**config.mk**
```make
export PLATFORM = sky130hd
export DESIGN_NAME = timed_eased_interpolator
export DESIGN_NICKNAME = d
export VERILOG_FILES = /design/src/sv/tei_pkg.sv /design/src/sv/tei_iter_unit.sv /design/src/sv/timed_eased_interpolator.sv
export SDC_FILE = /design/constraint.sdc
export NUM_CORES = 1
export LEC_CHECK = 0
export BUFFER_PORTS_ARGS = -buffer_cell sky130_fd_sc_hd__buf_2
export CAP_MARGIN = 25
export CORE_UTILIZATION = 49
export DETAILED_ROUTE_END_ITERATION = 8
export PLACE_DENSITY = 0.65
export REMOVE_ABC_BUFFERS = 1
export SLEW_MARGIN = 20
export SYNTH_ARGS = -nofsm -noshare
export SYNTH_HDL_FRONTEND = slang
export SYNTH_SLANG_ARGS = --single-unit
```
**constraint.sdc**
```tcl
create_clock -name clk_i -period 17.8 [get_ports clk_i]
set_input_delay 0.89 -clock clk_i [delete_from_list [all_inputs] [get_ports clk_i]]
set_output_delay 0.89 -clock clk_i [all_outputs]
set_load 0.05 [all_outputs]
```
**src/sv/tei_pkg.sv**
```systemverilog
// ----------------------------------------------------------------------------
// tei_pkg: shared definitions for the timed eased interpolator
// Default widths, register indexes, item codes, easing codes and the
// operation code of the iterative multiply/divide unit.
// ----------------------------------------------------------------------------
package tei_pkg;

  // Default widths of the block
  localparam int unsigned DEF_TIME_WIDTH    = 24;
  localparam int unsigned DEF_VALUE_WIDTH   = 32;
  localparam int unsigned DEF_FRACTION_BITS = 16;

  // Default widths of the iterative unit: fraction operands carry one
  // integer bit, the accumulator covers the lerp magnitude and the
  // doubled division remainder.
  localparam int unsigned DEF_MUL_BITS = DEF_FRACTION_BITS + 1;
  localparam int unsigned DEF_ACC_TV   = (DEF_VALUE_WIDTH + 1 > DEF_TIME_WIDTH + 2) ?
                                         DEF_VALUE_WIDTH + 1 : DEF_TIME_WIDTH + 2;
  localparam int unsigned DEF_ACC_W    = (DEF_ACC_TV > DEF_MUL_BITS) ?
                                         DEF_ACC_TV : DEF_MUL_BITS;

  // Configuration register indexes
  localparam int unsigned CFG_IDX_W = 2;
  localparam logic [CFG_IDX_W-1:0] REG_DURATION    = 2'd0;
  localparam logic [CFG_IDX_W-1:0] REG_START_VALUE = 2'd1;
  localparam logic [CFG_IDX_W-1:0] REG_END_VALUE   = 2'd2;
  localparam logic [CFG_IDX_W-1:0] REG_EASE_MODE   = 2'd3;

  // Input item codes
  localparam logic FUNC_TICK  = 1'b0;
  localparam logic FUNC_START = 1'b1;

  // Easing codes
  localparam int unsigned MODE_W = 2;
  localparam logic [MODE_W-1:0] MODE_LINEAR       = 2'd0;
  localparam logic [MODE_W-1:0] MODE_IN_CUBIC     = 2'd1;
  localparam logic [MODE_W-1:0] MODE_OUT_CUBIC    = 2'd2;
  localparam logic [MODE_W-1:0] MODE_IN_OUT_CUBIC = 2'd3;

  // Iterative unit operations
  typedef enum logic {
    UOP_MUL,
    UOP_DIV
  } unit_op_e;

endpackage

```
**src/sv/tei_iter_unit.sv**
```systemverilog
// ----------------------------------------------------------------------------
// tei_iter_unit: shared radix-2 multiply / restoring divide unit
// One adder, one bit per cycle. Multiply gives a_i * b_i in prod_o;
// divide takes a remainder below the divisor a_i and shifts NB-1 quotient
// bits into the low part of prod_o.
// ----------------------------------------------------------------------------
module tei_iter_unit #(
  parameter int unsigned AW = tei_pkg::DEF_ACC_W,
  parameter int unsigned NB = tei_pkg::DEF_MUL_BITS
) (
  input  logic               clk_i,
  input  logic               rst_ni,
  input  logic               start_i,
  input  tei_pkg::unit_op_e  op_i,
  input  logic [AW-1:0]      a_i,
  input  logic [AW-1:0]      acc_init_i,
  input  logic [NB-1:0]      b_i,
  output logic               done_o,
  output logic [AW+NB-1:0]   prod_o
);
  import tei_pkg::*;

  localparam int unsigned CW = $clog2(NB + 1);

  logic          busy_q, busy_d;
  logic          done_q, done_d;
  logic [CW-1:0] cnt_q, cnt_d;
  unit_op_e      op_q, op_d;
  logic [AW-1:0] a_q, a_d;
  logic [AW-1:0] acc_q, acc_d;
  logic [NB-1:0] mq_q, mq_d;

  logic [AW-1:0] add_x;
  logic [AW-1:0] add_y;
  logic          add_cin;
  logic [AW:0]   add_sum;

  // Shared adder: accumulate on multiply, trial subtract on divide
  always_comb begin
    if (op_q == UOP_DIV) begin
      add_x   = {acc_q[AW-2:0], 1'b0};
      add_y   = ~a_q;
      add_cin = 1'b1;
    end else begin
      add_x   = acc_q;
      add_y   = mq_q[0] ? a_q : '0;
      add_cin = 1'b0;
    end
    add_sum = {1'b0, add_x} + {1'b0, add_y} + {{AW{1'b0}}, add_cin};
  end

  always_comb begin
    busy_d = busy_q;
    done_d = 1'b0;
    cnt_d  = cnt_q;
    op_d   = op_q;
    a_d    = a_q;
    acc_d  = acc_q;
    mq_d   = mq_q;
    if (start_i) begin
      busy_d = 1'b1;
      op_d   = op_i;
      a_d    = a_i;
      acc_d  = acc_init_i;
      mq_d   = (op_i == UOP_DIV) ? '0 : b_i;
      cnt_d  = (op_i == UOP_DIV) ? CW'(NB - 1) : CW'(NB);
    end else if (busy_q) begin
      if (op_q == UOP_DIV) begin
        acc_d = add_sum[AW] ? add_sum[AW-1:0] : add_x;
        mq_d  = {mq_q[NB-2:0], add_sum[AW]};
      end else begin
        acc_d = add_sum[AW:1];
        mq_d  = {add_sum[0], mq_q[NB-1:1]};
      end
      cnt_d = cnt_q - CW'(1);
      if (cnt_q == CW'(1)) begin
        busy_d = 1'b0;
        done_d = 1'b1;
      end
    end
  end

  always_ff @(posedge clk_i or negedge rst_ni) begin
    if (!rst_ni) begin
      busy_q <= 1'b0;
      done_q <= 1'b0;
      cnt_q  <= '0;
    end else begin
      busy_q <= busy_d;
      done_q <= done_d;
      cnt_q  <= cnt_d;
    end
  end

  always_ff @(posedge clk_i) begin
    op_q  <= op_d;
    a_q   <= a_d;
    acc_q <= acc_d;
    mq_q  <= mq_d;
  end

  assign done_o = done_q;
  assign prod_o = {acc_q, mq_q};

  a_start_idle: assert property (@(posedge clk_i) disable iff (!rst_ni)
    start_i |-> !busy_q)
    else $error("tei_iter_unit: start while busy");

  a_busy_count: assert property (@(posedge clk_i) disable iff (!rst_ni)
    busy_q |-> (cnt_q != '0))
    else $error("tei_iter_unit: busy with no steps left");

  a_done_pulse: assert property (@(posedge clk_i) disable iff (!rst_ni)
    done_q |=> !done_q)
    else $error("tei_iter_unit: done held for more than one cycle");

endmodule

```
**src/sv/timed_eased_interpolator.sv**
```systemverilog
// ----------------------------------------------------------------------------
// timed_eased_interpolator: tween a value from start to end with easing
// Start and tick items in, one result per item out, iterative datapath.
// ----------------------------------------------------------------------------
// Usage:
//   Write duration, endpoints and ease mode through the cfg port while idle.
//   The input channel (in_valid_i/in_ready_o) carries func_i and
//   delta_time_i; a start item latches the registers, a tick item advances
//   elapsed time. Every input transfer yields exactly one output transfer
//   (current_value_o, running_o) in order.
// Sequence:
//   Start items and inactive ticks go straight to the output step. An active
//   tick runs the shared multiply/divide unit: a divide (skipped when the
//   animation ends), two multiplies for cubic easing, and one for the lerp,
//   plus sequencer steps. All of these share the single adder of the
//   iterative unit, and the next item is taken only once the sequencer is
//   back in idle.
// Reset:
//   Registers return to duration 1, endpoints 0, linear; no animation runs
//   and the held value is 0.
// Stall:
//   The result register holds a finished result until the receiver takes
//   it; the next item is accepted meanwhile and waits for a free slot.
// ----------------------------------------------------------------------------
module timed_eased_interpolator #(
  parameter int unsigned TIME_WIDTH    = tei_pkg::DEF_TIME_WIDTH,
  parameter int unsigned VALUE_WIDTH   = tei_pkg::DEF_VALUE_WIDTH,
  parameter int unsigned FRACTION_BITS = tei_pkg::DEF_FRACTION_BITS
) (
  input  logic                                 clk_i,
  input  logic                                 rst_ni,
  // configuration write port
  input  logic                                 cfg_we_i,
  input  logic [tei_pkg::CFG_IDX_W-1:0]        cfg_idx_i,
  input  logic [((TIME_WIDTH > VALUE_WIDTH) ? TIME_WIDTH : VALUE_WIDTH)-1:0]
                                               cfg_wdata_i,
  // input items
  input  logic                                 in_valid_i,
  output logic                                 in_ready_o,
  input  logic                                 func_i,
  input  logic [TIME_WIDTH-1:0]                delta_time_i,
  // result items
  output logic                                 out_valid_o,
  input  logic                                 out_ready_i,
  output logic signed [VALUE_WIDTH-1:0]        current_value_o,
  output logic                                 running_o
);
  import tei_pkg::*;

  localparam int unsigned T     = TIME_WIDTH;
  localparam int unsigned V     = VALUE_WIDTH;
  localparam int unsigned F     = FRACTION_BITS;
  localparam int unsigned NB    = F + 1;
  localparam int unsigned AW_TV = (V + 1 > T + 2) ? V + 1 : T + 2;
  localparam int unsigned AW    = (AW_TV > NB) ? AW_TV : NB;
  localparam int unsigned PW    = AW + NB;

  localparam logic [NB-1:0] FRAC_ONE  = {1'b1, {F{1'b0}}};
  localparam logic [NB-1:0] FRAC_HALF = {2'b01, {(F-1){1'b0}}};
  localparam logic [PW:0]   RND_HALF  = (PW+1)'(FRAC_HALF);

  // Sequencer states
  localparam logic [3:0] S_IDLE = 4'd0;  // wait for an input transfer
  localparam logic [3:0] S_DIV  = 4'd1;  // t = elapsed / duration
  localparam logic [3:0] S_XSET = 4'd2;  // easing operand, launch x*x unless linear
  localparam logic [3:0] S_SQ   = 4'd3;  // x*x done, launch (x*x)*x
  localparam logic [3:0] S_CU   = 4'd4;  // cube done
  localparam logic [3:0] S_EFIN = 4'd5;  // eased t, launch lerp multiply
  localparam logic [3:0] S_LMUL = 4'd6;  // lerp product done, round
  localparam logic [3:0] S_LFIN = 4'd7;  // add to or subtract from start value
  localparam logic [3:0] S_OUT  = 4'd8;  // hand result to output register

  logic [3:0]            state_q, state_d;

  // configuration registers
  logic [T-1:0]          cfg_dur_q, cfg_dur_d;
  logic [V-1:0]          cfg_start_q, cfg_start_d;
  logic [V-1:0]          cfg_end_q, cfg_end_d;
  logic [MODE_W-1:0]     cfg_mode_q, cfg_mode_d;

  // animation state
  logic                  active_q, active_d;
  logic [T-1:0]          elapsed_q, elapsed_d;
  logic [V-1:0]          value_q, value_d;
  logic [T-1:0]          ldur_q;
  logic [V-1:0]          lstart_q;
  logic [MODE_W-1:0]     lmode_q;
  logic                  neg_q;
  logic [V:0]            mag_q;
  logic                  latch_start;

  // working registers
  logic [NB-1:0]         t_q, t_d;
  logic [NB-1:0]         x_q, x_d;
  logic [NB-1:0]         c_q, c_d;
  logic [V:0]            rnd_q, rnd_d;

  // output register
  logic                  out_valid_q, out_valid_d;
  logic [V-1:0]          out_data_q, out_data_d;
  logic                  out_run_q, out_run_d;

  // shared unit
  logic                  u_start;
  unit_op_e              u_op;
  logic [AW-1:0]         u_a;
  logic [AW-1:0]         u_acc;
  logic [NB-1:0]         u_b;
  logic                  u_done;
  logic [PW-1:0]         u_prod;

  // datapath helpers
  logic [T:0]            tick_sum;
  logic                  tick_end;
  logic [V:0]            diff_fwd;
  logic [V:0]            diff_rev;
  logic [PW:0]           prod_rnd;
  logic [AW+1:0]         rnd_all;
  logic [NB-1:0]         t_rev;
  logic [NB-1:0]         ease_val;

  tei_iter_unit #(
    .AW (AW),
    .NB (NB)
  ) u_iter (
    .clk_i      (clk_i),
    .rst_ni     (rst_ni),
    .start_i    (u_start),
    .op_i       (u_op),
    .a_i        (u_a),
    .acc_init_i (u_acc),
    .b_i        (u_b),
    .done_o     (u_done),
    .prod_o     (u_prod)
  );

  // Register writes; an index beyond the list has no effect
  always_comb begin
    cfg_dur_d   = cfg_dur_q;
    cfg_start_d = cfg_start_q;
    cfg_end_d   = cfg_end_q;
    cfg_mode_d  = cfg_mode_q;
    if (cfg_we_i) begin
      case (cfg_idx_i)
        REG_DURATION:    cfg_dur_d   = cfg_wdata_i[T-1:0];
        REG_START_VALUE: cfg_start_d = cfg_wdata_i[V-1:0];
        REG_END_VALUE:   cfg_end_d   = cfg_wdata_i[V-1:0];
        REG_EASE_MODE:   cfg_mode_d  = cfg_wdata_i[MODE_W-1:0];
        default: ;
      endcase
    end
  end

  // Elapsed time advance; the end is reached once the sum meets the duration
  assign tick_sum = {1'b0, elapsed_q} + {1'b0, delta_time_i};
  assign tick_end = (tick_sum >= {1'b0, ldur_q});

  // Endpoint difference as sign and magnitude, both directions in parallel
  assign diff_fwd = {cfg_end_q[V-1], cfg_end_q} - {cfg_start_q[V-1], cfg_start_q};
  assign diff_rev = {cfg_start_q[V-1], cfg_start_q} - {cfg_end_q[V-1], cfg_end_q};

  // Round a product half up and drop the fraction bits
  assign prod_rnd = {1'b0, u_prod} + RND_HALF;
  assign rnd_all  = prod_rnd[PW:F];

  assign t_rev = FRAC_ONE - t_q;

  // Final eased fraction from the cube and t
  always_comb begin
    case (lmode_q)
      MODE_LINEAR:       ease_val = t_q;
      MODE_IN_CUBIC:     ease_val = c_q;
      MODE_OUT_CUBIC:    ease_val = FRAC_ONE - c_q;
      MODE_IN_OUT_CUBIC: ease_val = (t_q < FRAC_HALF) ? {c_q[NB-3:0], 2'b00}
                                                      : FRAC_ONE - {1'b0, c_q[NB-1:1]};
      default:           ease_val = t_q;
    endcase
  end

  // Sequencer
  always_comb begin
    state_d     = state_q;
    active_d    = active_q;
    elapsed_d   = elapsed_q;
    value_d     = value_q;
    latch_start = 1'b0;
    t_d         = t_q;
    x_d         = x_q;
    c_d         = c_q;
    rnd_d       = rnd_q;
    out_valid_d = out_valid_q && !out_ready_i;
    out_data_d  = out_data_q;
    out_run_d   = out_run_q;
    u_start     = 1'b0;
    u_op        = UOP_MUL;
    u_a         = '0;
    u_acc       = '0;
    u_b         = '0;

    case (state_q)
      S_IDLE: begin
        if (in_valid_i) begin
          if (func_i == FUNC_START) begin
            // restart from the remaining time of a running animation
            elapsed_d   = active_q ? ldur_q - elapsed_q : '0;
            active_d    = 1'b1;
            latch_start = 1'b1;
            state_d     = S_OUT;
          end else if (active_q) begin
            if (tick_end) begin
              // clamp at the duration; also covers a zero duration
              active_d  = 1'b0;
              elapsed_d = ldur_q;
              t_d       = FRAC_ONE;
              state_d   = S_XSET;
            end else begin
              elapsed_d = tick_sum[T-1:0];
              u_start   = 1'b1;
              u_op      = UOP_DIV;
              u_a       = AW'(ldur_q);
              u_acc     = AW'(tick_sum[T-1:0]);
              state_d   = S_DIV;
            end
          end else begin
            // inactive tick: hold the value
            state_d = S_OUT;
          end
        end
      end

      S_DIV: begin
        if (u_done) begin
          t_d     = u_prod[NB-1:0];
          state_d = S_XSET;
        end
      end

      S_XSET: begin
        case (lmode_q)
          MODE_IN_CUBIC:     x_d = t_q;
          MODE_OUT_CUBIC:    x_d = t_rev;
          MODE_IN_OUT_CUBIC: x_d = (t_q < FRAC_HALF) ? t_q : {t_rev[NB-2:0], 1'b0};
          default:           x_d = x_q;
        endcase
        if (lmode_q == MODE_LINEAR) begin
          state_d = S_EFIN;
        end else begin
          u_start = 1'b1;
          u_op    = UOP_MUL;
          u_a     = AW'(x_d);
          u_b     = x_d;
          state_d = S_SQ;
        end
      end

      S_SQ: begin
        if (u_done) begin
          u_start = 1'b1;
          u_op    = UOP_MUL;
          u_a     = AW'(rnd_all[NB-1:0]);
          u_b     = x_q;
          state_d = S_CU;
        end
      end

      S_CU: begin
        if (u_done) begin
          c_d     = rnd_all[NB-1:0];
          state_d = S_EFIN;
        end
      end

      S_EFIN: begin
        u_start = 1'b1;
        u_op    = UOP_MUL;
        u_a     = AW'(mag_q);
        u_b     = ease_val;
        state_d = S_LMUL;
      end

      S_LMUL: begin
        if (u_done) begin
          rnd_d   = rnd_all[V:0];
          state_d = S_LFIN;
        end
      end

      S_LFIN: begin
        value_d = neg_q ? lstart_q - rnd_q[V-1:0] : lstart_q + rnd_q[V-1:0];
        state_d = S_OUT;
      end

      S_OUT: begin
        // wait for a free output slot
        if (!out_valid_q || out_ready_i) begin
          out_valid_d = 1'b1;
          out_data_d  = value_q;
          out_run_d   = active_q;
          state_d     = S_IDLE;
        end
      end

      default: state_d = S_IDLE;
    endcase
  end

  always_ff @(posedge clk_i or negedge rst_ni) begin
    if (!rst_ni) begin
      state_q     <= S_IDLE;
      cfg_dur_q   <= T'(1);
      cfg_start_q <= '0;
      cfg_end_q   <= '0;
      cfg_mode_q  <= MODE_LINEAR;
      active_q    <= 1'b0;
      elapsed_q   <= '0;
      value_q     <= '0;
      out_valid_q <= 1'b0;
    end else begin
      state_q     <= state_d;
      cfg_dur_q   <= cfg_dur_d;
      cfg_start_q <= cfg_start_d;
      cfg_end_q   <= cfg_end_d;
      cfg_mode_q  <= cfg_mode_d;
      active_q    <= active_d;
      elapsed_q   <= elapsed_d;
      value_q     <= value_d;
      out_valid_q <= out_valid_d;
    end
  end

  always_ff @(posedge clk_i) begin
    if (latch_start) begin
      ldur_q   <= cfg_dur_q;
      lstart_q <= cfg_start_q;
      lmode_q  <= cfg_mode_q;
      neg_q    <= diff_fwd[V];
      mag_q    <= diff_fwd[V] ? diff_rev : diff_fwd;
    end
    t_q        <= t_d;
    x_q        <= x_d;
    c_q        <= c_d;
    rnd_q      <= rnd_d;
    out_data_q <= out_data_d;
    out_run_q  <= out_run_d;
  end

  assign in_ready_o      = (state_q == S_IDLE);
  assign out_valid_o     = out_valid_q;
  assign current_value_o = out_data_q;
  assign running_o       = out_run_q;

  a_end_clamped: assert property (@(posedge clk_i) disable iff (!rst_ni)
    $fell(active_q) |-> (elapsed_q == ldur_q))
    else $error("timed_eased_interpolator: animation ended off the duration");

  a_one_in_flight: assert property (@(posedge clk_i) disable iff (!rst_ni)
    (in_valid_i && in_ready_o) |=> !in_ready_o)
    else $error("timed_eased_interpolator: second item taken while busy");

  a_t_range: assert property (@(posedge clk_i) disable iff (!rst_ni)
    (state_q == S_XSET) |-> (t_q <= FRAC_ONE))
    else $error("timed_eased_interpolator: fraction above one");

  a_done_waited: assert property (@(posedge clk_i) disable iff (!rst_ni)
    u_done |-> (state_q == S_DIV || state_q == S_SQ || state_q == S_CU ||
                state_q == S_LMUL))
    else $error("timed_eased_interpolator: unit result not awaited");

endmodule
```
==> results_dict.tcl <==
set metrics [dict create \
    status "finished, final reports clean" \
    area_delta_synth_final_pct 10.2 \
    antenna_found_initial 4 \
    ir_worst_vdd_mv 0.0900 \
    cp.required_ps 18240 \
    portBuffers 98 \
    crit_start "elapsed_q[0]" \
    grt_pass1_vias 23600 \
    cts_setup_buffers 0 \
    finalInstanceArea_um2 33600 \
    final_cells 4020 \
    maxCapViolCount 0 \
    grt_overflow 0 \
    fill_cells 5466 \
    finalCriticalPeriod_ps 7380 \
    slew_headroom 0.364 \
    synthArstFlopShare 0.353 \
    setup_ws_ps 10420 \
    n_antenna_cell 0 \
    antenna_left 0 \
    fp.dieH_um 251 \
    ys_warn_count 0 \
    die_x_um 251 \
    fp-row-count 91 \
    cts_tree "yes" \
    drt_pass1_iterations 6 \
    cts_buffers 52 \
    post_cts_resize_count 0 \
    dp_cells 3921 \
    grt_start_max_net_pins 73 \
    drv_slew 0 \
    avgSynthCellArea_um2 9.83 \
    core_um2 61600 \
    hold_viol 0 \
    start_kind "flop" \
    gp_congestion 0.960 \
    ys.flop_type "edfxtp_1" \
    ys_seq_elements 451 \
    final_net_count 3417 \
    hold_slack_ps 205 \
    die_area_um2 63200 \
    grt.total_usage 0.286 \
    hp-class "input port to async pin" \
    syn_area_um2 30500 \
    tns_ps 0 \
    wl_um 90700 \
    vias_per_cell 6.11 \
    initial_utilization 0.495 \
    wl_per_cell_um 22.6 \
    rsz0062_at_grt "false" \
    power_leakage_nw 13.7 \
    synthCells 3100 \
    period_share 0.414 \
    root_buffer "clkbuf_16" \
    critPathKind "flop to flop" \
    p_per_area_nw_per_um2 178 \
    finClkSkew_ps 21.4 \
    placed_cell_area_um2 31800 \
    yosysUniqueCellTypes 91 \
    synth_edf_count 292 \
    path_clk_slew_ps 60 \
    drt-initial-drc-count 2109 \
    finalSetupViolCount 0 \
    fmax_mhz 136 \
    worst_slew_pin_slew_ps 954 \
    grt_pass1_wl_um 140000 \
    cts.htree.levels 2 \
    r2r_start "elapsed_q[0]" \
    cts_hold_buf 0 \
    worstPathMaxFanout 21 \
    worst-endpoint-arrival_ps 7820 \
    r2r_cells 20 \
    ioPinCount 99 \
    yosysSeqAreaShare 0.418 \
    cts_buffer_depth 3 \
    placement.setup.worst_slack_ps 9890 \
    hpwl_um 68300 \
    clk_latency_ps 630 \
    drcViolationCount 0 \
    num_vias 24600 \
    endpoint_kind "flop" \
    drive_gt1_frac 0.125 \
    clock-sinks 451 \
]
## power by group
group	internal, mW	switching [mW]	total [mW]	leakage (nW)
Clock	0.655	0.468	1.12	0.863
Combinational	1.19	1.87	3.06	8.14
Sequential	1.53	0.260	1.79	4.69
Total	3.37	2.60	5.97	13.7
## cell usage after synthesis (15+ instances only)
| master | count | area (um^2) |
|---|---|---|
| nor2_1 | 210 | 788 |
| o21a_1 | 30 | 225 |
| nand3_1 | 40 | 200 |
| o211ai_1 | 42 | 315 |
| ha_1 | 205 | 2560 |
| nand2b_1 | 36 | 225 |
| a31oi_1 | 20 | 125 |
| mux2i_1 | 81 | 811 |
| mux2_2 | 129 | 1450 |
| a221oi_1 | 29 | 254 |
| nor4_1 | 21 | 131 |
| xor2_1 | 66 | 578 |
| edfxtp_1 | 292 | 8770 |
| and2_1 | 35 | 219 |
| inv_1 | 172 | 646 |
| nor3_1 | 45 | 225 |
| or3_1 | 25 | 156 |
| dfrtp_1 | 158 | 3950 |
| a21o_1 | 66 | 495 |
| o21bai_1 | 24 | 180 |
| xnor2_1 | 158 | 1380 |
| o21ai_0 | 261 | 1310 |
| a211oi_1 | 30 | 225 |
| a21oi_1 | 228 | 1140 |
| nor2b_1 | 25 | 156 |
| clkbuf_1 | 122 | 458 |
| a22oi_1 | 23 | 173 |
| o31ai_1 | 15 | 113 |
| nand4_1 | 28 | 175 |
| nand2_1 | 236 | 886 |
| or2_2 | 16 | 100 |
| and3_1 | 21 | 131 |
## metrics by stage
| stage | utilization | power, mW |
|---|---|---|
| 5_1_grt | 0.545 | 6.36 |
| 3_3_place_gp | 0.516 | 4.73 |
| 4_1_cts | 0.545 | 5.95 |
| 6_report | 0.545 | 5.97 |
| 2_1_floorplan | - | 3.91 |
| 3_5_place_dp | 0.516 | 4.80 |
## critical path: stages (launching register included)
cell and delay (ps):
dfrtp_1 400, ha_1 220, inv_1 80, fa_1 190
nor2b_1 70, o2111a_1 270, o31ai_1 400, a21oi_1 220
a41oi_1 630, mux2i_1 310, nand2_1 130, ha_1 320
nand4_1 160, or4_1 600, a2111oi_0 420, a221oi_1 220
o21ai_4 330, buf_4 370, o31a_1 780, nand2_1 680
o21ai_0 370
## registers in the layout, summed over array words and instances (netlist names), 4 cells and up
name	flops
cfg_dur_q	24
value_q	32
c_q	17
u_iter.cnt_q	5
mag_q	33
current_value_o	32
state_q	4
ldur_q	24
cfg_end_q	32
elapsed_q	24
x_q	17
u_iter.mq_q	17
rnd_q	32
cfg_start_q	32
u_iter.a_q	33
t_q	17
lstart_q	32
u_iter.acc_q	33
## final cells by class
class,count,area (um^2),share of cell area
clock buffers,70,1460,0.0435
clock inverters,26,324,0.00964
inverters,176,661,0.0197
multi-input cells,2328,16600,0.494
flip-flops and latches,451,12700,0.379
well taps,837,1050,0.0312
repair buffers,132,764,0.0228
## layer usage
layer / up-vias / GRT usage / wire, um
met2: 913 / 0.460 / 41800
met5: - / 0 / 8
met4: 2 / 0.0977 / 3050
met3: 159 / 0.0371 / 5970
li1: 11500 / - / -
met1: 12000 / 0.397 / 39900
## cell usage in the layout (no fill, tap or decap), types with 30 or more instances in the layout
cell type / Yosys / routed
edfxtp_1: 292 / 292
o21ai_0: 261 / 261
nand2_1: 236 / 234
a21oi_1: 228 / 228
nor2_1: 210 / 209
ha_1: 205 / 205
inv_1: 172 / 172
xnor2_1: 158 / 158
dfrtp_1: 158 / 158
mux2_2: 129 / 129
buf_2: 8 / 97
mux2i_1: 81 / 81
a21o_1: 66 / 66
xor2_1: 66 / 66
clkbuf_16: 0 / 54
o211ai_1: 42 / 42
nor3_1: 45 / 42
nand3_1: 40 / 40
nand2b_1: 36 / 36
and2_1: 35 / 35
buf_4: 0 / 33
o21a_1: 30 / 30
## cell families (layout without fill, tap and decap cells)
family                     after synthesis  after routing  synth area share
muxes                                  218            218            0.0802
buffers and inverters                  321            404            0.0401
and+or+nand+nor                        788            788             0.125
adders and majority gates              212            212            0.0887
DFF                                    451            451             0.418
xor gates and xnor gates               224            224            0.0644
AOI/OAI and AO/OA                      886            886             0.183
## final timing paths
path / to / slack [ps]
min in group clk_i: ldur_q[12] / 430
worst max-delay path: u_iter.acc_q[2] / 10420
worst min register to register: ldur_q[12] / 430
worst max register to register: u_iter.acc_q[2] / 10420
worst min-delay path: cfg_start_q[24] / 200
max in group asynchronous: elapsed_q[2] / 16330
Power figures use the tool's default switching activity.
